[src/rtl/ttf_pkg.sv]
package ttf_pkg;

    // Table geometry
    localparam int NUM_TRACKS = 16;
    localparam int IDX_W      = $clog2(NUM_TRACKS);
    localparam int CNT_W      = $clog2(NUM_TRACKS + 1);

    // Register reset values
    localparam logic [15:0] DEFAULT_SIGMA_RST = 16'd512;
    localparam logic [15:0] MAX_SIGMA_RST     = 16'd5120;
    localparam logic [15:0] MIN_MERGE_RST     = 16'd256;
    localparam logic [15:0] MAX_SPEED_RST     = 16'd66;

    localparam logic OP_AGE  = 1'b0;
    localparam logic OP_PEAK = 1'b1;

    typedef enum logic [1:0] {
        REG_DEFAULT_SIGMA = 2'd0,
        REG_MAX_SIGMA     = 2'd1,
        REG_MIN_MERGE     = 2'd2,
        REG_MAX_SPEED     = 2'd3
    } cfg_reg_t;

    typedef enum logic [1:0] {
        ACT_AGED    = 2'd0,
        ACT_MERGED  = 2'd1,
        ACT_CREATED = 2'd2,
        ACT_IGNORED = 2'd3
    } action_t;

    typedef struct packed {
        logic        operation;
        logic [31:0] timestamp;
        logic [7:0]  peak_x;
        logic [7:0]  peak_y;
        logic [15:0] peak_weight;
    } in_t;

    typedef struct packed {
        action_t     action;
        logic [4:0]  expired_count;
        logic [3:0]  created_slot;
        logic [3:0]  best_track;
        logic [15:0] best_x;
        logic [15:0] best_y;
        logic [31:0] best_weight;
        logic [3:0]  sharpest_track;
    } out_t;

    typedef struct packed {
        logic [15:0] x;
        logic [15:0] y;
        logic [15:0] sigma;
        logic [31:0] weight;
        logic [31:0] stamp;
    } track_t;

    // Divider request: wide selects 32 quotient bits, else 16
    typedef struct packed {
        logic        start;
        logic        wide;
        logic [63:0] dividend;
        logic [32:0] divisor;
    } div_req_t;

    typedef struct packed {
        logic        start;
        logic [31:0] value;
    } sqrt_req_t;

endpackage

[src/rtl/ttf_div.sv]
module ttf_div import ttf_pkg::*; (
    input  logic        aclk,
    input  logic        aresetn,
    input  div_req_t    req,
    output logic        done,
    output logic [31:0] quotient
);

    logic        busy_reg, busy_next;
    logic        done_reg, done_next;
    logic [4:0]  cnt_reg, cnt_next;
    logic [32:0] rem_reg, rem_next;
    logic [63:0] dvd_reg, dvd_next;
    logic [32:0] dvs_reg, dvs_next;
    logic [31:0] quo_reg, quo_next;
    logic [33:0] trial;
    logic        ge;

    // One restoring step per cycle, quotient bound known in advance
    always_comb begin
        trial     = {rem_reg, dvd_reg[63]};
        ge        = trial >= {1'b0, dvs_reg};
        busy_next = busy_reg;
        done_next = 1'b0;
        cnt_next  = cnt_reg;
        rem_next  = rem_reg;
        dvd_next  = dvd_reg;
        dvs_next  = dvs_reg;
        quo_next  = quo_reg;
        if (req.start) begin
            busy_next = 1'b1;
            dvs_next  = req.divisor;
            quo_next  = '0;
            if (req.wide) begin
                rem_next = 33'(req.dividend >> 32);
                dvd_next = req.dividend << 32;
                cnt_next = 5'd31;
            end else begin
                rem_next = 33'(req.dividend >> 16);
                dvd_next = req.dividend << 48;
                cnt_next = 5'd15;
            end
        end else if (busy_reg) begin
            rem_next = ge ? 33'(trial - {1'b0, dvs_reg}) : trial[32:0];
            quo_next = {quo_reg[30:0], ge};
            dvd_next = dvd_reg << 1;
            if (cnt_reg == '0) begin
                busy_next = 1'b0;
                done_next = 1'b1;
            end else begin
                cnt_next = cnt_reg - 5'd1;
            end
        end
    end

    always_ff @(posedge aclk) begin
        if (!aresetn) begin
            busy_reg <= 1'b0;
            done_reg <= 1'b0;
        end else begin
            busy_reg <= busy_next;
            done_reg <= done_next;
        end
        cnt_reg <= cnt_next;
        rem_reg <= rem_next;
        dvd_reg <= dvd_next;
        dvs_reg <= dvs_next;
        quo_reg <= quo_next;
    end

    assign done     = done_reg;
    assign quotient = quo_reg;

endmodule

[config.mk]
export PLATFORM = sky130hd
export DESIGN_NAME = ttf_div
export DESIGN_NICKNAME = d
export VERILOG_FILES = /design/src/rtl/ttf_pkg.sv /design/src/rtl/ttf_div.sv
export SDC_FILE = /design/constraint.sdc
export NUM_CORES = 1
export LEC_CHECK = 0
export BUFFER_PORTS_ARGS = -buffer_cell sky130_fd_sc_hd__buf_2
export CAP_MARGIN = 30
export CORE_ASPECT_RATIO = 1.1
export CORE_MARGIN = 3
export CORE_UTILIZATION = 55
export CTS_CLUSTER_SIZE = 8
export DETAILED_ROUTE_END_ITERATION = 8
export PLACE_DENSITY = 0.78
export SETUP_SLACK_MARGIN = 0.3
export SLEW_MARGIN = 20
export SYNTH_ARGS = -nofsm -noshare
export SYNTH_HDL_FRONTEND = slang
export SYNTH_SLANG_ARGS = --single-unit
export TNS_END_PERCENT = 1
[constraint.sdc]
create_clock -name aclk -period 8.9 [get_ports aclk]
set_input_delay 1.78 -clock aclk [delete_from_list [all_inputs] [get_ports aclk]]
set_output_delay 1.78 -clock aclk [all_outputs]
set_load 0.05 [all_outputs]
==> summary.txt, run 1 <==
Placement
  • Post-detail-place hpwl: 13.45 mm
  • Place WS: 4.760 ns
  • Placed inst area: 8711 um^2
  • # port buffers: 133
  • Gpl congestion: 0.8532

STA
  • Fin. max-slew vios: 0
  • Setup WS post-layout: 4.906 ns
  • Ratio of final minimum period to clock period: 44.88%
  • RSZ-0062 raised after global routing: no
  • Fin Setup TNS: 0 ns
  • Hold WS: 0.5014 ns
  • Slew of the pin with the lowest slew margin: 0.9078 ns
  • Highest clock rate: 0.2504 GHz
  • Slew headroom: 39.48%
  • Final setup violation count: 0
  • Tmin final: 3.994 ns
  • Final clock skew: 0.006657 ns
  • Hold Vio Cnt, Final: 0

Global routing
  • First-pass GRT wire length: 29.67 mm
  • Vias in the first global route: 5,815
  • Largest net degree at the start of global routing: 92
  • Global Route Usage Sum: 23.68%
  • Grt ovf: 0
  • Initial antenna violation count: 1

Routing
  • Vias: 5,933
  • TritonRoute pass-1 iters: 5
  • Drc violations: 0
  • Vias/cell: 5.540
  • Total Wirelength: 18.79 mm
  • Initial DRC Count: 460
  • Avg WL per Cell: 17.54 um
  • Routed Antenna Nets: 0

Cells and area
  • Post-layout instance area: 9314 um^2
  • Area grow syn2layout: 17.51%
  • Layout cell share with drive strength beyond 1: 21.09%
  • Number of fill cells: 1,172
  • Layout net count: 1,006

Clock tree
  • # hold bufs at CTS: 0
  • CTS tree: built
  • CTS Buf Count: 17
  • Setup bufs post-CTS: 0
  • Clock-pin slew on the worst setup and hold paths: 0.06 ns
  • H-tree levels: 4
  • Worst-Skew Late Latency: 0.41 ns
  • Maximum clock path buffer count: 2
  • CTS Sinks: 137
  • Post-cts gate resize count: 0
  • Root buf cell: clkbuf_16

Setup path
  • Worst-path fanout max: 23
  • CP Data Required Time: 9.16 ns
  • Crit path DAT: 4.25 ns
  • Path type of the worst setup path: flip-flop to flip-flop
  • Crit path capture type: flip-flop
  • R2r setup slk: 4.91 ns
  • Reg2reg path depth: 14
  • RR Endpoint: rem_reg[0]$_DFFE_PP_
  • RR Startpoint: dvd_reg[63]$_DFFE_PP_
  • Worst Setup SP: dvd_reg[63]$_DFFE_PP_
  • Crit path launch type: flip-flop

Power
  • Static Leak: 4.336 nW
  • VDD IR max: 0.1715 mV
  • Pwr Density: 281.2 nW/um^2

Yosys
  • FF+latch count, synth: 137
  • Sequential area share after synthesis: 47.61%
  • Post-Syn Instances: 749
  • Most used DFF post-synth: edfxtp_1
  • Number of synthesized flops with an enable pin: 103
  • Syn_nets: 886
  • Cell area after synthesis: 7926 um^2
  • Yosys cell types: 53
  • Async SR Flop Fraction: 0%
  • Yosys warnings: 0
  • Synthesized area per cell: 10.58 um^2

Flow run
  • Max capacitance violation total: 0

Die
  • Rows: 45
  • Die Area: 15,890 um^2
  • Die Wd: 120.5 um
  • Area of the core: 13,960 um^2
  • Initial Util: 56.77%
  • I/O Pins: 134
  • DIE HEIGHT: 131.9 um

Outcome
  • Run status: complete, no violations

Min path
  • Hold Crit Depth: 2
  • Hold endpoint: quotient[31]$_SDFFE_PP0P_
  • Worst Hold Launch: quotient[31]$_SDFFE_PP0P_
  • Hold WC Path Type: flip-flop to flip-flop
-- where the power goes --
group / internal, mW / switching [mW] / total (mW)
clock: 0.414 / 0.270 / 0.684
combinational: 0.458 / 0.590 / 1.05
sequential: 0.822 / 0.0651 / 0.887
-- kinds of logic after synthesis --
| kind of cell | share of synthesized area (%) |
|---|---|
| XOR/XNOR | 3.536 |
| adder cells (fa/ha/maj) | 5.777 |
| buffers and inverters | 5.083 |
| AO/OA/AOI/OAI | 11.18 |
| flip-flops | 47.61 |
| AND/OR/NAND/NOR | 9.487 |
| multiplexers | 17.33 |
-- synthesized netlist by cell type, types with 4 or more instances --
library cell	instances	share of area, %
nor2_1	69	3.3
nand3_1	8	0.51
a31oi_1	8	0.63
o21ai_0	35	2.2
a21oi_1	47	3.0
xor2_1	10	1.1
mux2_2	6	0.85
or2_2	4	0.32
inv_1	64	3.0
o31ai_1	4	0.38
nor3_1	5	0.32
nand4_1	4	0.32
and4_1	4	0.44
dfxtp_1	34	8.6
clkbuf_1	28	1.3
nand2b_1	8	0.63
xnor2_1	22	2.4
nand2_1	47	2.2
mux2i_1	129	16
buf_1	5	0.24
a21o_1	17	1.6
ha_1	35	5.5
and2_1	4	0.32
edfxtp_1	103	39
and3_1	7	0.55
-- per-layer routing --
| layer | global-route usage, % | vias to the layer above | wire length [um] |
|---|---|---|---|
| li1 | - | 2923 | - |
| met1 | 31.37 | 2797 | 8114 |
| met2 | 38.40 | 189 | 9118 |
| met3 | 5.966 | 24 | 1190 |
| met4 | 7.305 | 0 | 363 |
| met5 | 0 | - | 0 |
-- through the flow --
step                      std cells  power, mW  utilization, %
after floorplan                 749      1.687               -
after global placement         1036      1.889           62.24
after detailed placement       1037      1.919           62.38
after CTS                      1069      2.614           66.54
after global routing           1071      2.769           66.70
final                          1071      2.619           66.70
-- cell type report --
cell class	instances	area (um^2)	area share [%]
Multi-Input combinational cell	511	3750	40.26
Timing Repair Buffer	138	730.7	7.845
Tap cell	188	235.2	2.526
Antenna cell	1	2.502	0.02687
Clock inverter	8	55.05	0.5911
Inverter	64	240.2	2.579
Clock buffer	24	525.5	5.642
Sequential cell	137	3775	40.53
-- worst max-delay path by stage --
stage | to | slack, ns
6_report | rem_reg[0]$_DFFE_PP_ | 4.91
5_1_grt | rem_reg[0]$_DFFE_PP_ | 4.66
4_1_cts | rem_reg[0]$_DFFE_PP_ | 4.92
3_5_place_dp | dvd_reg[54]$_DFFE_PP_ | 4.76
3_3_place_gp | dvd_reg[38]$_DFFE_PP_ | 4.76
2_1_floorplan | cnt_reg[0]$_SDFFCE_PP1P_ | 5.33
-- placed cells by master, fill, tap and decap left out, types with 4 or more instances in the layout --
cell	synthesis	routed
buf_2	1	132
mux2i_1	129	129
edfxtp_1	103	103
nor2_1	69	69
inv_1	64	64
nand2_1	47	47
a21oi_1	47	47
o21ai_0	35	35
ha_1	35	35
dfxtp_1	34	33
xnor2_1	22	22
clkbuf_16	0	19
a21o_1	17	17
xor2_1	10	10
nand2b_1	8	8
nand3_1	8	8
a31oi_1	8	8
and3_1	7	7
mux2_2	6	6
or2_2	4	5
nor3_1	5	5
o31ai_1	4	4
and2_1	4	4
nand4_1	4	4
and4_1	4	4
buf_4	0	4
-- critical path: stages (launching register included) --
cell and delay, ns:
edfxtp_1 0.35, inv_1 0.09, ha_1 0.17, inv_1 0.06, fa_1 0.40, a21o_1 0.23
a221o_1 0.34, a221oi_4 0.32, a21oi_2 0.15, a221oi_4 0.40, a21oi_2 0.11, or2_2 0.50
buf_12 0.26, mux2_4 0.31, mux2i_1 0.13
Note: power is estimated with default switching activity, not from simulation.
==> run 2, diff against run 1 <==
CORE_UTILIZATION = 52   (was 55)
clock period = 3.2 ns   (was 8.9 ns; I/O delays follow)
==> run 2 against run 1 <==
The run now ends with negative setup slack left. Non-clock buffer count grew 39. Clock skew grew 0.0069 ns. Core utilization shrank 0.79 points. Via count grew 3.6%. Wire length grew 2.9%. Clock-buffer cell count shrank 7. Final cell count grew 3.9%. Design area grew 3.9%. First-iteration DRC count shrank 23%. Die area grew 5.5%. Critical path depth is the same. Worst hold slack lost 0.11 ns. Critical endpoint is now rem_reg[25]$_DFFE_PP_. Largest cell class is now multi-input combinational cells. Largest power group unchanged.
==> summary.txt, run 2 (synthesis results as in run 1) <==
Outcome
  • Run status: finished, violations left
  • Failing checks: negative setup slack

Placement
  • # port buffers: 133 (unchanged)
  • Post-detail-place hpwl: 14.05 mm (+4.5%)
  • Gpl congestion: 0.8731 (+2.3%)
  • Placed inst area: 8949 um^2 (+2.7%)
  • Placed cells: 1,070 (+3.2%)

Die
  • I/O Pins: 134 (unchanged)
  • Initial Util: 54.01% (-2.8 points)
  • Die Wd: 123.7 um (+2.7%)
  • Area of the core: 14,680 um^2 (+5.1%)
  • Rows: 46 (+2.2%)
  • Die Area: 16,760 um^2 (+5.5%)
  • DIE HEIGHT: 135.5 um (+2.7%)

Power
  • Pwr Density: 792.0 nW/um^2 (+180%)
  • Int Power: 4.901 mW (+190%)
  • Clock power frac: 24.7% (-1.4 points)
  • Switching power: 2.760 mW (+200%)
  • Sw Ratio: 36.03% (+0.70 points)
  • Flop pwr share: 32.0% (-1.9 points)
  • Logic pwr share: 43.2% (+3.2 points)
  • Static Leak: 4.531 nW (+4.5%)
  • VDD IR max: 0.5724 mV (+230%)

STA
  • Tmin final: 3.467 ns (-0.5274 ns)
  • Ratio of final minimum period to clock period: 108.3% (+63 points)
  • Highest clock rate: 0.2885 GHz (+15%)
  • Hold Vio Cnt, Final: 0 (unchanged)
  • Slew headroom: 56.87% (+17 points)
  • Final setup violation count: 34 (+34)
  • RSZ-0062 raised after global routing: yes
  • Setup WS post-layout: -0.2666 ns (-5.173 ns)
  • Final clock skew: 0.01357 ns (+0.006912 ns)
  • Slew of the pin with the lowest slew margin: 0.6469 ns (-0.2609 ns)
  • Fin. max-slew vios: 0 (unchanged)

Cells and area
  • Layout net count: 1,045 (+3.9%)
  • Diodes inserted: 0 (-1)
  • Layout cell share with drive strength beyond 1: 25.30% (+4.2 points)
  • Area grow syn2layout: 22.04%
  • Post-layout instance area: 9673 um^2 (+3.9%)
  • Fin cells: 1,113 (+3.9%)
  • Most common cell after layout, fill and taps aside: buf_2
  • Most frequent cells in the layout: 132 x buf_2, 127 x mux2i_1, 103 x edfxtp_1

Setup path
  • Crit path launch type: flip-flop
  • Path type of the worst setup path: flip-flop to flip-flop
  • Worst-path fanout max: 6 (-74%)
  • Crit path capture type: flip-flop
  • Crit path DAT: 3.62 ns (-0.63 ns)
  • CP Data Required Time: 3.35 ns (-5.81 ns)

Global routing
  • First-pass GRT wire length: 30.53 mm (+2.9%)
  • Initial antenna violation count: 0 (-1)
  • Grt ovf: 0 (unchanged)
  • Vias in the first global route: 6,213 (+6.8%)
  • Global Route Usage Sum: 23.54% (-0.14 points)
  • Largest net degree at the start of global routing: 66 (-28%)

Clock tree
  • Clock-pin slew on the worst setup and hold paths: 0.06 ns (about the same)
  • CTS Buf Count: 17 (unchanged)
  • CTS tree: built
  • H-tree levels: 4 (unchanged)
  • Worst-Skew Late Latency: 0.43 ns (+0.02 ns)
  • Root buf cell: clkbuf_16
  • CTS Sinks: 137 (unchanged)
  • # hold bufs at CTS: 0 (unchanged)
  • Maximum clock path buffer count: 2 (unchanged)

Routing
  • TritonRoute pass-1 iters: 5 (unchanged)
  • Drc violations: 0 (unchanged)
  • Total Wirelength: 19.33 mm (+2.9%)
  • Initial DRC Count: 356 (-23%)
  • Vias/cell: 5.523 (-0.30%)
  • Routed Antenna Nets: 0 (unchanged)
  • Vias: 6,147 (+3.6%)
  • Avg WL per Cell: 17.37 um (-0.99%)

Min path
  • Hold WC Path Type: input port to flip-flop

Flow run
  • Max capacitance violation total: 0 (unchanged)
[run 2: cell types whose count changed in the layout (fill, tap and decap cells not counted), sizes merged]
cell / before / now
diode: 1 / 0
inv: 68 / 77
buf: 138 / 175
clkbuf: 24 / 19
clkinv: 4 / 2
[run 2: layout make-up]
cell class,instances,area [um^2]
Timing Repair Buffer,177,1070
Fill cell,1115,5004
Inverter,64,240.2
Multi-Input combinational cell,511,3779
Clock buffer,17,425.4
Tap cell,192,240.2
Clock inverter,15,143.9
Sequential cell,137,3775
[run 2: final timing paths]
check / startpoint / end / slack (ns) / cells after the start
min: req[29] / dvs_reg[29]$_DFFE_PP_ / 0.39 / 1
max: dvd_reg[63]$_DFFE_PP_ / rem_reg[25]$_DFFE_PP_ / -0.27 / 14
min reg2reg: quotient[31]$_SDFFE_PP0P_ / quotient[31]$_SDFFE_PP0P_ / 0.52 / 2
max reg2reg: dvd_reg[63]$_DFFE_PP_ / rem_reg[25]$_DFFE_PP_ / -0.27 / 14
[run 2: layer usage]
layer  track usage (%)  vias to the layer above  share of wire (%)
met3             5.890                       34                6.8
met5                 0                        -                  0
met4             9.169                        0                2.8
li1                  -                     2998                  -
met2             38.32                      220                 48
met1             30.07                     2895                 42
[run 2: stage by stage]
stage	setup TNS [ns]	utilization [%]	hold WS [ns]	setup WS [ns]	total power, mW
after floorplan	-2.759	-	0.5377	-0.1077	4.717
after global placement	-4.157	60.97	0.4692	-0.1400	5.443
after detailed placement	-8.391	60.97	0.5068	-0.2842	5.492
after CTS	-4.335	65.05	0.3725	-0.1789	7.472
after global routing	-11.12	65.91	0.3715	-0.3600	8.123
final	-7.699	65.91	0.3865	-0.2666	7.661
[run 2: timing repair]
item,in CTS,in global routing
endpoints found under the hold margin,0,0
endpoints found under the setup margin,34,34
buffers inserted,3,6
gates cloned,0,2
pin swaps,3,9
gates resized for setup,2,12
[run 2: power groups by stage]
stage | Sequential, mW | Combinational [mW] | Clock [mW]
floorplan | 2.42 | 2.30 | 0
global placement | 2.48 | 2.97 | 0
detailed placement | 2.47 | 3.02 | 0
CTS | 2.45 | 3.10 | 1.93
global route | 2.49 | 3.65 | 1.99
finish | 2.45 | 3.31 | 1.89
[run 2: worst max-delay path, stage by stage (launching register included)]
cell      delay [ns]
edfxtp_1        0.39
inv_2           0.09
ha_4            0.13
inv_2           0.04
fa_2            0.36
a21o_1          0.21
a221o_1         0.37
a221oi_4        0.30
a21oi_2         0.12
a221oi_4        0.29
a21oi_2         0.10
or2_4           0.33
buf_12          0.17
mux2i_2         0.18
mux2i_1         0.09
