==> src/rtl/ttf_pkg.sv <==
package ttf_pkg;

    // Table geometry
    localparam int NUM_TRACKS = 16;
    localparam int IDX_W      = $clog2(NUM_TRACKS);
    localparam int CNT_W      = $clog2(NUM_TRACKS + 1);

    // Register reset values
    localparam logic [15:0] DEFAULT_SIGMA_RST = 16'd512;
    localparam logic [15:0] MAX_SIGMA_RST     = 16'd5120;
    localparam logic [15:0] MIN_MERGE_RST     = 16'd256;
    localparam logic [15:0] MAX_SPEED_RST     = 16'd66;

    localparam logic OP_AGE  = 1'b0;
    localparam logic OP_PEAK = 1'b1;

    typedef enum logic [1:0] {
        REG_DEFAULT_SIGMA = 2'd0,
        REG_MAX_SIGMA     = 2'd1,
        REG_MIN_MERGE     = 2'd2,
        REG_MAX_SPEED     = 2'd3
    } cfg_reg_t;

    typedef enum logic [1:0] {
        ACT_AGED    = 2'd0,
        ACT_MERGED  = 2'd1,
        ACT_CREATED = 2'd2,
        ACT_IGNORED = 2'd3
    } action_t;

    typedef struct packed {
        logic        operation;
        logic [31:0] timestamp;
        logic [7:0]  peak_x;
        logic [7:0]  peak_y;
        logic [15:0] peak_weight;
    } in_t;

    typedef struct packed {
        action_t     action;
        logic [4:0]  expired_count;
        logic [3:0]  created_slot;
        logic [3:0]  best_track;
        logic [15:0] best_x;
        logic [15:0] best_y;
        logic [31:0] best_weight;
        logic [3:0]  sharpest_track;
    } out_t;

    typedef struct packed {
        logic [15:0] x;
        logic [15:0] y;
        logic [15:0] sigma;
        logic [31:0] weight;
        logic [31:0] stamp;
    } track_t;

    // Divider request: wide selects 32 quotient bits, else 16
    typedef struct packed {
        logic        start;
        logic        wide;
        logic [63:0] dividend;
        logic [32:0] divisor;
    } div_req_t;

    typedef struct packed {
        logic        start;
        logic [31:0] value;
    } sqrt_req_t;

endpackage

==> src/rtl/ttf_sqrt.sv <==
module ttf_sqrt import ttf_pkg::*; (
    input  logic        aclk,
    input  logic        aresetn,
    input  sqrt_req_t   req,
    output logic        done,
    output logic [15:0] root
);

    logic        busy_reg, busy_next;
    logic        done_reg, done_next;
    logic [3:0]  cnt_reg, cnt_next;
    logic [31:0] val_reg, val_next;
    logic [31:0] res_reg, res_next;
    logic [31:0] one_reg, one_next;
    logic [32:0] sum;

    // Digit-by-digit root, two radicand bits per cycle
    always_comb begin
        sum       = 33'(res_reg) + 33'(one_reg);
        busy_next = busy_reg;
        done_next = 1'b0;
        cnt_next  = cnt_reg;
        val_next  = val_reg;
        res_next  = res_reg;
        one_next  = one_reg;
        if (req.start) begin
            busy_next = 1'b1;
            val_next  = req.value;
            res_next  = '0;
            one_next  = 32'h4000_0000;
            cnt_next  = 4'd15;
        end else if (busy_reg) begin
            if ({1'b0, val_reg} >= sum) begin
                val_next = val_reg - sum[31:0];
                res_next = (res_reg >> 1) + one_reg;
            end else begin
                res_next = res_reg >> 1;
            end
            one_next = one_reg >> 2;
            if (cnt_reg == '0) begin
                busy_next = 1'b0;
                done_next = 1'b1;
            end else begin
                cnt_next = cnt_reg - 4'd1;
            end
        end
    end

    always_ff @(posedge aclk) begin
        if (!aresetn) begin
            busy_reg <= 1'b0;
            done_reg <= 1'b0;
        end else begin
            busy_reg <= busy_next;
            done_reg <= done_next;
        end
        cnt_reg <= cnt_next;
        val_reg <= val_next;
        res_reg <= res_next;
        one_reg <= one_next;
    end

    assign done = done_reg;
    assign root = res_reg[15:0];

endmodule

==> config.mk <==
export PLATFORM = sky130hd
export DESIGN_NAME = ttf_sqrt
export DESIGN_NICKNAME = d
export VERILOG_FILES = /design/src/rtl/ttf_pkg.sv /design/src/rtl/ttf_sqrt.sv
export SDC_FILE = /design/constraint.sdc
export NUM_CORES = 1
export LEC_CHECK = 0
export BUFFER_PORTS_ARGS = -buffer_cell sky130_fd_sc_hd__buf_2
export CAP_MARGIN = 20
export CORE_AREA = 2 2 157 159
export CTS_BUF_LIST = sky130_fd_sc_hd__clkbuf_4 sky130_fd_sc_hd__clkbuf_8
export DETAILED_ROUTE_END_ITERATION = 10
export DIE_AREA = 0 0 159 161
export PLACE_DENSITY_LB_ADDON = 0.08
export RECOVER_POWER = 100
export REMOVE_ABC_BUFFERS = 1
export SYNTH_ARGS = -nofsm -noshare
export SYNTH_HDL_FRONTEND = slang
export SYNTH_SLANG_ARGS = --single-unit
==> constraint.sdc <==
create_clock -name aclk -period 16.9 [get_ports aclk]
set_clock_uncertainty 0.15 [all_clocks]
set_input_delay 0.845 -clock aclk [delete_from_list [all_inputs] [get_ports aclk]]
set_output_delay 0.845 -clock aclk [all_outputs]
set_load 0.005 [all_outputs]
==> results.sh, run 1 <==
export IMPL_violations="capacitance limit, slew limit"
export IMPL_synth_area_top_cells="dfxtp_1 15%, edfxtp_1 14%, ha_1 12%"
export IMPL_cts_htree_levels=3
export IMPL_worst_pin_slew_ps=3920
export IMPL_slew_violations=253
export IMPL_ant_nets=0
export IMPL_max_slew_margin_pct=-161
export IMPL_die_h_um=161
export IMPL_cp_end_kind="flop"
export IMPL_gp_congestion=0.799
export IMPL_die_area_mm2=0.0256
export IMPL_dp_hpwl_um=14400
export IMPL_muxShareOfSynthArea_pct=3.02
export IMPL_hold_buffers=0
export IMPL_setup_viol_count_final=0
export IMPL_layout_setup_ws_ps=8080
export IMPL_crit_arrival_ps=8480
export IMPL_cts_tree="yes"
export IMPL_path_class="reg2reg"
export IMPL_pin_count=52
export IMPL_synth_top_area_share_pct=15.3
export IMPL_fmax_ghz=0.113
export IMPL_io_buffers=51
export IMPL_synthSimpleGateAreaFrac_pct=18.5
export IMPL_vias=6168
export IMPL_r2r_cells=20
export IMPL_post_cts_buffers=0
export IMPL_wl_met2_um=9510
export IMPL_post_route_period_util_pct=52.2
export IMPL_path_clk_slew_ps=100
export IMPL_clock_sinks=86
export IMPL_fin_nets=970
export IMPL_min_path_cells=2
export IMPL_rsz0062_at_grt="false"
export IMPL_peakVddDrop_uv=57.7
export IMPL_hold_path_end="cnt_reg[1]"
export IMPL_netlist_area_mm2=0.00708
export IMPL_synthArstFlopShare_pct=0
export IMPL_rrSetupSlack_ps=8080
export IMPL_die_x_um=159
export IMPL_fin_tns_setup_ps=0
export IMPL_grt_overflow=0
export IMPL_fill_cells=2607
export IMPL_antenna_found_initial=0
export IMPL_core_mm2=0.0240
export IMPL_critPathLaunchType="flop"
export IMPL_synth_fa_ha_area_share_pct=12.1
export IMPL_ys_seq_area_share_pct=28.8
export IMPL_numCtsBuffers=9
export IMPL_layout_drive_gt1_share_pct=8.26
export IMPL_dpl_cell_area_mm2=0.00751
export IMPL_wl_met1_um=9640
export IMPL_dr_pass1_iters=5
export IMPL_cts_root_buf="clkbuf_8"
export IMPL_grt_usage_pct=15.9
export IMPL_first_iter_violations=388
export IMPL_clk_path_buf_depth=2
export IMPL_p_per_area_mw_per_mm2=153
export IMPL_yosys_warnings=0
export IMPL_synth_top_cells_by_count="92 x nand2_1, 88 x nor2_1, 67 x ha_1"
export IMPL_grt_max_degree=84
export IMPL_wl_um=19900
export IMPL_drc=0
export IMPL_rows=57
export IMPL_r2r_end="val_reg[19]"
export IMPL_synthCells=853
export IMPL_status="complete, but fails checks"
export IMPL_maxCapViolCount=5
export IMPL_holdCritPathClass="reg2reg"
export IMPL_grt_pass1_vias=6133
export IMPL_design_area_mm2=0.00766
export IMPL_diodes=0
export IMPL_finalHoldViolCount=0
export IMPL_synth_flop_cell="dfxtp_1"
export IMPL_routedWlPerCell_um=16.7
export IMPL_synth_compound_area_share_pct=23.5
export IMPL_leakage_nw=2.94
export IMPL_post_cts_resized=0
export IMPL_required_ps=16570
export IMPL_grt_pass1_wl_um=32700
export IMPL_ys_types=63
export IMPL_synth_top_area_cell="dfxtp_1"
export IMPL_synth_top_family_by_area="compound AO/OA/AOI/OAI gates"
export IMPL_hp_start="cnt_reg[1]"
export IMPL_ys_ff_latch=86
export IMPL_worstReg2RegStart="res_reg[4]"
export IMPL_pre_cts_slack_ps=10310
export IMPL_synth_most_common_cell="nand2_1"
export IMPL_worstPathMaxFanout=32
export IMPL_synth_area_per_cell_um2=8.30
export IMPL_register_area_mm2=0.00204
export IMPL_dr_wl_met3_um=491
export IMPL_synth_edf_count=32
export IMPL_clk_latency_ps=380
export IMPL_vias_per_cell=5.16
export IMPL_start_util_pct=29.6
export IMPL_multi_input_area_mm2=0.00468
export IMPL_synthXorXnorAreaFrac_pct=9.15
export IMPL_syn2layout_area_growth_pct=8.16
export IMPL_top_layer="met4"
export IMPL_fin_crit_ps=8820
-- area by class of cell --
class	instances	area share [%]
clock buffers	11	1.81
multi-input cells	695	61.1
clock inverters	5	0.751
well taps	324	5.29
repair buffers	57	3.51
flip-flops and latches	86	26.7
inverters	18	0.882
-- critical path, cell delays in order (launching register included) --
cell and delay [ps]:
dfxtp_1 420, ha_1 400, a21o_1 150, a31oi_1 100
o31ai_1 430, a31oi_1 220, o31ai_1 520, a31oi_1 210
xor2_1 180, ha_1 370, nand2_1 110, o211ai_1 100
a2111oi_0 380, nand2_1 230, a2111o_1 470, a31oi_1 1880
nor2_1 460, clkbuf_1 390, nand2_1 140, nand2_1 80
clkbuf_1 830
-- power breakdown --
part           switching [mW]  internal [mW]
logic                   0.415          0.268
registers              0.0434          0.286
clock network          0.0851         0.0722
total                   0.543          0.626
-- per-layer routing --
| metal | global-route usage (%) | up-vias |
|---|---|---|
| li1 | - | 3175 |
| met1 | 21.1 | 2887 |
| met2 | 27.0 | 89 |
| met3 | 1.93 | 17 |
| met4 | 4.79 | 0 |
| met5 | 0 | - |
-- how the worst max path moves through the flow --
stage / startpoint / depth (start not counted) / endpoint / slack [ps]
after floorplan: res_reg[2] / 20 / val_reg[0] / 10890
after global placement: res_reg[4] / 19 / val_reg[28] / 10440
after detailed placement: res_reg[2] / 21 / val_reg[26] / 10310
after CTS: res_reg[2] / 21 / val_reg[27] / 10270
after global routing: res_reg[4] / 20 / val_reg[27] / 7220
final: res_reg[4] / 20 / val_reg[19] / 8080
-- layout by cell type, fill, tap and decap left out, types with 10 or more instances in the layout --
cell / netlist / final
buf_2: 4 / 41
nor2_1: 88 / 88
clkbuf_1: 30 / 15
nand3_1: 12 / 12
inv_1: 17 / 17
mux2i_1: 18 / 18
xnor2_1: 42 / 42
o21ai_0: 55 / 55
nand2_1: 92 / 92
nor2b_1: 10 / 10
a31oi_1: 33 / 34
o31ai_1: 10 / 10
nor3_1: 18 / 18
xor2_1: 32 / 32
and3_1: 11 / 11
dfxtp_1: 54 / 54
ha_1: 67 / 67
a21o_1: 19 / 19
o211ai_1: 11 / 11
edfxtp_1: 32 / 32
a21oi_1: 45 / 45
a211oi_1: 23 / 23
nand4_1: 10 / 10
-- kinds of logic (layout without fill, tap and decap cells) --
logic type | after synthesis | count (layout)
simple gates | 284 | 284
compound gates | 248 | 248
flops | 86 | 86
xor+xnor | 74 | 74
buf+inv | 72 | 91
fa+ha+maj | 68 | 68
mux | 21 | 21
-- per-stage QoR --
step | std cells | hold slack, ps | utilization [%] | total power, mW
finish | 1196 | 360 | 32.0 | 1.17
global route | 1196 | 396 | 32.0 | 1.28
floorplan | 799 | 308 | - | 0.831
detailed placement | 1179 | 345 | 31.4 | 1.03
CTS | 1195 | 362 | 32.2 | 1.19
global placement | 1179 | 348 | 31.4 | 1.03
Power figures use the tool's default switching activity.
==> run 2: changes to the inputs <==
==> constraint.sdc (replaced) <==
create_clock -name aclk -period 8.51 [get_ports aclk]
set_clock_uncertainty 0.15 [all_clocks]
set_input_delay 0.4255 -clock aclk [delete_from_list [all_inputs] [get_ports aclk]]
set_output_delay 0.4255 -clock aclk [all_outputs]
set_load 0.005 [all_outputs]
==> run 2 against run 1 <==
Against the previous run:
- the run still ends with capacitance limit, slew limit left
- sequential cell count is the same
- wire length grew 0.28%
- non-clock buffer count is the same
- critical path depth is the same
- critical endpoint is now val_reg[27]
- global-route usage grew 0.076 points
- setup slack lost 6600 ps
- cell count is the same
- power grew 100%
- maximum frequency grew 25%
- die area is the same
- core utilization grew 0.11 points
- count of clock-buffer cells in the layout is the same
==> results.sh, run 2 (synthesis results as in run 1) <==
export IMPL_status="complete, but fails checks"
export IMPL_violations="capacitance limit, slew limit"
export IMPL_worstPathMaxFanout=32
export IMPL_post_cts_resized=0
export IMPL_crit_arrival_ps=6830
export IMPL_peakVddDrop_uv=94.6
export IMPL_multi_input_area_mm2=0.00470
export IMPL_drc=0
export IMPL_first_iter_violations=294
export IMPL_die_h_um=161
export IMPL_finalHoldViolCount=0
export IMPL_start_util_pct=29.6
export IMPL_dpl_cell_area_mm2=0.00751
export IMPL_grt_pass1_vias=6232
export IMPL_routedWlPerCell_um=16.7
export IMPL_slowest_delay_ps=690
export IMPL_r2r_end="val_reg[27]"
export IMPL_clock_sinks=86
export IMPL_hold_buffers=0
export IMPL_syn2layout_area_growth_pct=8.55
export IMPL_setup_viol_count_final=0
export IMPL_cts_root_buf="clkbuf_8"
export IMPL_slew_violations=194
export IMPL_crit_top_cell="nand2_1"
export IMPL_grt_overflow=0
export IMPL_hold_path_end="done"
export IMPL_die_area_mm2=0.0256
export IMPL_critPathLaunchType="flop"
export IMPL_core_mm2=0.0240
export IMPL_path_clk_slew_ps=100
export IMPL_clk_latency_ps=380
export IMPL_ant_nets=0
export IMPL_cp_end_kind="flop"
export IMPL_fin_nets=970
export IMPL_grt_usage_pct=15.9
export IMPL_mostFrequentLayoutCells="92 x nand2_1, 88 x nor2_1, 67 x ha_1, 55 x o21ai_0, 54 x dfxtp_1"
export IMPL_antenna_found_initial=0
export IMPL_total_power_mw=2.35
export IMPL_cts_tree="yes"
export IMPL_holdCritPathClass="in2reg"
export IMPL_fin_tns_setup_ps=0
export IMPL_max_slew_margin_pct=-162
export IMPL_rsz0062_at_grt="false"
export IMPL_register_area_mm2=0.00204
export IMPL_vias=6165
export IMPL_worst_pin_slew_ps=3940
export IMPL_crit_family="compound AO/OA/AOI/OAI gates"
export IMPL_hp_start="aresetn"
export IMPL_pin_count=52
export IMPL_worstSetupPathDepth=20
export IMPL_layout_drive_gt1_share_pct=8.72
export IMPL_post_cts_buffers=0
export IMPL_wl_um=20000
export IMPL_path_class="reg2reg"
export IMPL_final_util_pct=32.1
export IMPL_maxCapViolCount=3
export IMPL_cp_slowest_cell="a31oi_4"
export IMPL_dr_pass1_iters=5
export IMPL_io_buffers=51
export IMPL_min_path_cells=3
export IMPL_worstReg2RegStart="res_reg[4]"
export IMPL_grt_pass1_wl_um=32900
export IMPL_rrSetupSlack_ps=1450
export IMPL_grt_max_degree=84
export IMPL_rows=57
export IMPL_fill_cells=2609
export IMPL_die_x_um=159
export IMPL_leakage_nw=2.95
export IMPL_layout_commonest_cell="nand2_1"
export IMPL_post_route_period_util_pct=82.9
export IMPL_numCtsBuffers=9
export IMPL_diodes=0
export IMPL_clk_path_buf_depth=2
export IMPL_crit_buf_inv=2
export IMPL_p_per_area_mw_per_mm2=305
export IMPL_required_ps=8280
export IMPL_gp_congestion=0.799
export IMPL_cts_htree_levels=3
export IMPL_r2r_cells=20
export IMPL_fin_crit_ps=7060
export IMPL_dp_hpwl_um=14400
export IMPL_path_cells="ha_1 > a21o_1 > a31oi_1 > o31ai_1 > a31oi_1 > o31ai_1 > a31oi_1 > xor2_1 > ha_1 > nand2_1 > o211ai_1 > a2111oi_0 > nand2_1 > a2111o_1 > a31oi_4 > nor2_1 > clkbuf_1 > nand2_1 > nand2_1 > clkbuf_2"
export IMPL_vias_per_cell=5.15
export IMPL_design_area_mm2=0.00769
export IMPL_fmax_ghz=0.142
==> run 2: layer usage <==
metal | GRT usage [%] | wire length [µm]
met5 | 0 | 0
met4 | 4.63 | 273
met3 | 1.82 | 441
met2 | 27.5 | 9550
met1 | 21.0 | 9740
==> run 2: layout make-up <==
type | count | share of cell area, %
Timing Repair Buffer | 57 | 3.53
Clock inverter | 5 | 0.716
Tap cell | 324 | 5.27
Inverter | 18 | 0.879
Clock buffer | 11 | 1.89
Sequential cell | 86 | 26.6
Multi-Input combinational cell | 695 | 61.2
==> run 2: report_power, final <==
part,total (mW),internal [mW],switching [mW]
clock,0.321,0.148,0.173
combinational,1.37,0.538,0.836
sequential,0.652,0.567,0.0854
==> run 2: worst max-delay path by stage <==
| stage | from | end | slack [ps] |
|---|---|---|---|
| 2_1_floorplan | res_reg[2] | val_reg[0] | 2500 |
| 3_3_place_gp | res_reg[2] | val_reg[28] | 2060 |
| 3_5_place_dp | res_reg[2] | val_reg[27] | 1930 |
| 4_1_cts | res_reg[2] | val_reg[27] | 1900 |
| 5_1_grt | res_reg[4] | val_reg[27] | 860 |
| 6_report | res_reg[4] | val_reg[27] | 1450 |
==> run 2: stage by stage <==
stage	setup slack, ps	hold slack, ps	instances
2_1_floorplan	2500	308	799
3_3_place_gp	2060	348	1179
3_5_place_dp	1930	342	1179
4_1_cts	1900	107	1195
5_1_grt	856	119	1196
6_report	1450	131	1196
==> run 2: worst min-delay path, stage by stage <==
cell     delay, ps
buf_2          100
nand2_1         50
nor4_1          40
==> run 3: changes to the inputs <==
==> constraint.sdc (replaced) <==
create_clock -name aclk -period 6.9 [get_ports aclk]
set_clock_uncertainty 0.15 [all_clocks]
set_input_delay 0.345 -clock aclk [delete_from_list [all_inputs] [get_ports aclk]]
set_output_delay 0.345 -clock aclk [all_outputs]
set_load 0.005 [all_outputs]
==> run 3 against run 2 <==
Against the previous run:
- the flow still finishes with violations (capacitance limit, slew limit)
- non-clock buffer count grew 3
- cell area shrank 0.13%
- combinational power grew 25%
- sequential share of layout area is essentially flat
- wire length grew 0.84%
- global-route usage is essentially flat
- die area is the same
- maximum frequency grew 17%
- core utilization is essentially flat
- power grew 22%
- via count grew 0.65%
- critical path depth shrank 1
- critical path type unchanged
- critical endpoint is now res_reg[17]
==> results.sh, run 3 (synthesis results as in run 1) <==
export IMPL_vias=6205
export IMPL_drc=0
export IMPL_slew_violations=158
export IMPL_dpl_cell_area_mm2=0.00754
export IMPL_violations="capacitance limit, slew limit"
export IMPL_grt_usage_pct=15.9
export IMPL_dr_pass1_iters=7
export IMPL_crit_start="res_reg[4]"
export IMPL_fin_tns_setup_ps=0
export IMPL_die_x_um=159
export IMPL_p_sw_share_pct=47.2
export IMPL_clk_path_buf_depth=2
export IMPL_final_util_pct=32.0
export IMPL_crit_arrival_ps=6130
export IMPL_first_iter_violations=363
export IMPL_io_buffers=51
export IMPL_min_path_cells=3
export IMPL_finalHoldViolCount=0
export IMPL_pwr_share_seq_pct=28.3
export IMPL_path_clk_slew_ps=100
export IMPL_fin_crit_ps=6020
export IMPL_wl_um=20200
export IMPL_numCtsBuffers=9
export IMPL_dr_wl_met3_um=472
export IMPL_worstReg2RegStart="res_reg[4]"
export IMPL_required_ps=7010
export IMPL_post_route_period_util_pct=87.3
export IMPL_top_layer="met4"
export IMPL_wl_met2_um=9580
export IMPL_ant_nets=0
export IMPL_cp_end_kind="flop"
export IMPL_fmax_ghz=0.166
export IMPL_cts_root_buf="clkbuf_8"
export IMPL_die_area_mm2=0.0256
export IMPL_worst_pin_slew_ps=2670
export IMPL_post_cts_buffers=0
export IMPL_leakage_nw=2.95
export IMPL_antenna_found_initial=0
export IMPL_power_switching_mw=1.35
export IMPL_grt_pass1_wl_um=32900
export IMPL_cts_htree_levels=3
export IMPL_syn2layout_area_growth_pct=8.41
export IMPL_fill_cells=2652
export IMPL_post_cts_resized=0
export IMPL_grt_overflow=0
export IMPL_maxCapViolCount=3
export IMPL_gp_congestion=0.825
export IMPL_max_slew_margin_pct=-78.2
export IMPL_p_comb_share_pct=59.6
export IMPL_layout_commonest_cell="nand2_1"
export IMPL_intPower_mw=1.51
export IMPL_clock_sinks=86
export IMPL_core_mm2=0.0240
export IMPL_layout_setup_ws_ps=878
export IMPL_rsz0062_at_grt="false"
export IMPL_diodes=0
export IMPL_design_area_mm2=0.00768
export IMPL_rows=57
export IMPL_fin_nets=973
export IMPL_hp_start="aresetn"
export IMPL_power_frac_clock_pct=12.1
export IMPL_pin_count=52
export IMPL_whs_ps=62.4
export IMPL_clk_latency_ps=380
export IMPL_mostFrequentLayoutCells="92 x nand2_1, 88 x nor2_1, 67 x ha_1, 55 x o21ai_0, 54 x dfxtp_1"
export IMPL_die_h_um=161
export IMPL_p_per_area_mw_per_mm2=373
export IMPL_grt_pass1_vias=6091
export IMPL_layout_drive_gt1_share_pct=9.03
export IMPL_cts_tree="yes"
export IMPL_peakVddDrop_uv=138
export IMPL_path_class="reg2reg"
export IMPL_wl_met1_um=9810
export IMPL_grt_max_degree=61
export IMPL_r2r_cells=19
export IMPL_worstPathMaxFanout=17
export IMPL_holdCritPathClass="in2reg"
export IMPL_hold_buffers=0
export IMPL_status="complete, but fails checks"
export IMPL_pre_cts_slack_ps=1060
export IMPL_start_util_pct=29.6
export IMPL_dp_hpwl_um=14800
export IMPL_critPathLaunchType="flop"
export IMPL_vias_per_cell=5.18
export IMPL_routedWlPerCell_um=16.8
export IMPL_setup_viol_count_final=0
==> run 3: per-layer routing <==
layer | GRT usage, % | up-vias
met5 | 0 | -
met4 | 4.83 | 0
met3 | 1.85 | 18
met2 | 26.8 | 83
met1 | 21.5 | 2932
li1 | - | 3172
==> run 3: layout make-up <==
| class | count | area, µm² | area share (%) |
|---|---|---|---|
| multi-input combinational | 695 | 4690 | 61.1 |
| tap | 324 | 405 | 5.28 |
| clock buffer | 9 | 124 | 1.61 |
| clock inverter | 7 | 45.0 | 0.587 |
| timing repair buffer | 60 | 302 | 3.93 |
| sequential | 86 | 2040 | 26.6 |
| inverter | 18 | 67.6 | 0.880 |
==> run 3: path summary, 6_finish.rpt <==
path / end / slack (ps)
setup / recovery: res_reg[17] / 880
hold / removal: done / 60
setup reg to reg: res_reg[17] / 880
hold reg to reg: cnt_reg[1] / 360
==> run 3: power groups by stage <==
stage	Combinational, mW	Clock [mW]	Sequential [mW]
6_report	1.71	0.347	0.810
5_1_grt	1.93	0.389	0.828
3_5_place_dp	1.73	0	0.826
3_3_place_gp	1.74	0	0.828
4_1_cts	1.74	0.367	0.814
2_1_floorplan	1.25	0	0.785
==> run 3: per-stage QoR <==
step,total power [mW],std cells
floorplan,2.04,799
global placement,2.57,1183
detailed placement,2.55,1183
CTS,2.92,1199
global route,3.15,1199
finish,2.87,1199
==> run 3: critical path, cell delays in order, from the launching register on <==
cell	delay (ps)
dfxtp_1	420
ha_1	400
a21o_1	140
a31oi_1	110
o31ai_1	420
a31oi_1	210
o31ai_1	580
a31oi_1	210
xor2_1	180
ha_1	360
nand2_1	110
o211ai_1	100
a2111oi_0	380
nand2_1	230
a2111o_1	480
a31oi_2	610
buf_4	350
nor3b_1	100
xnor2_1	120
a211oi_1	240
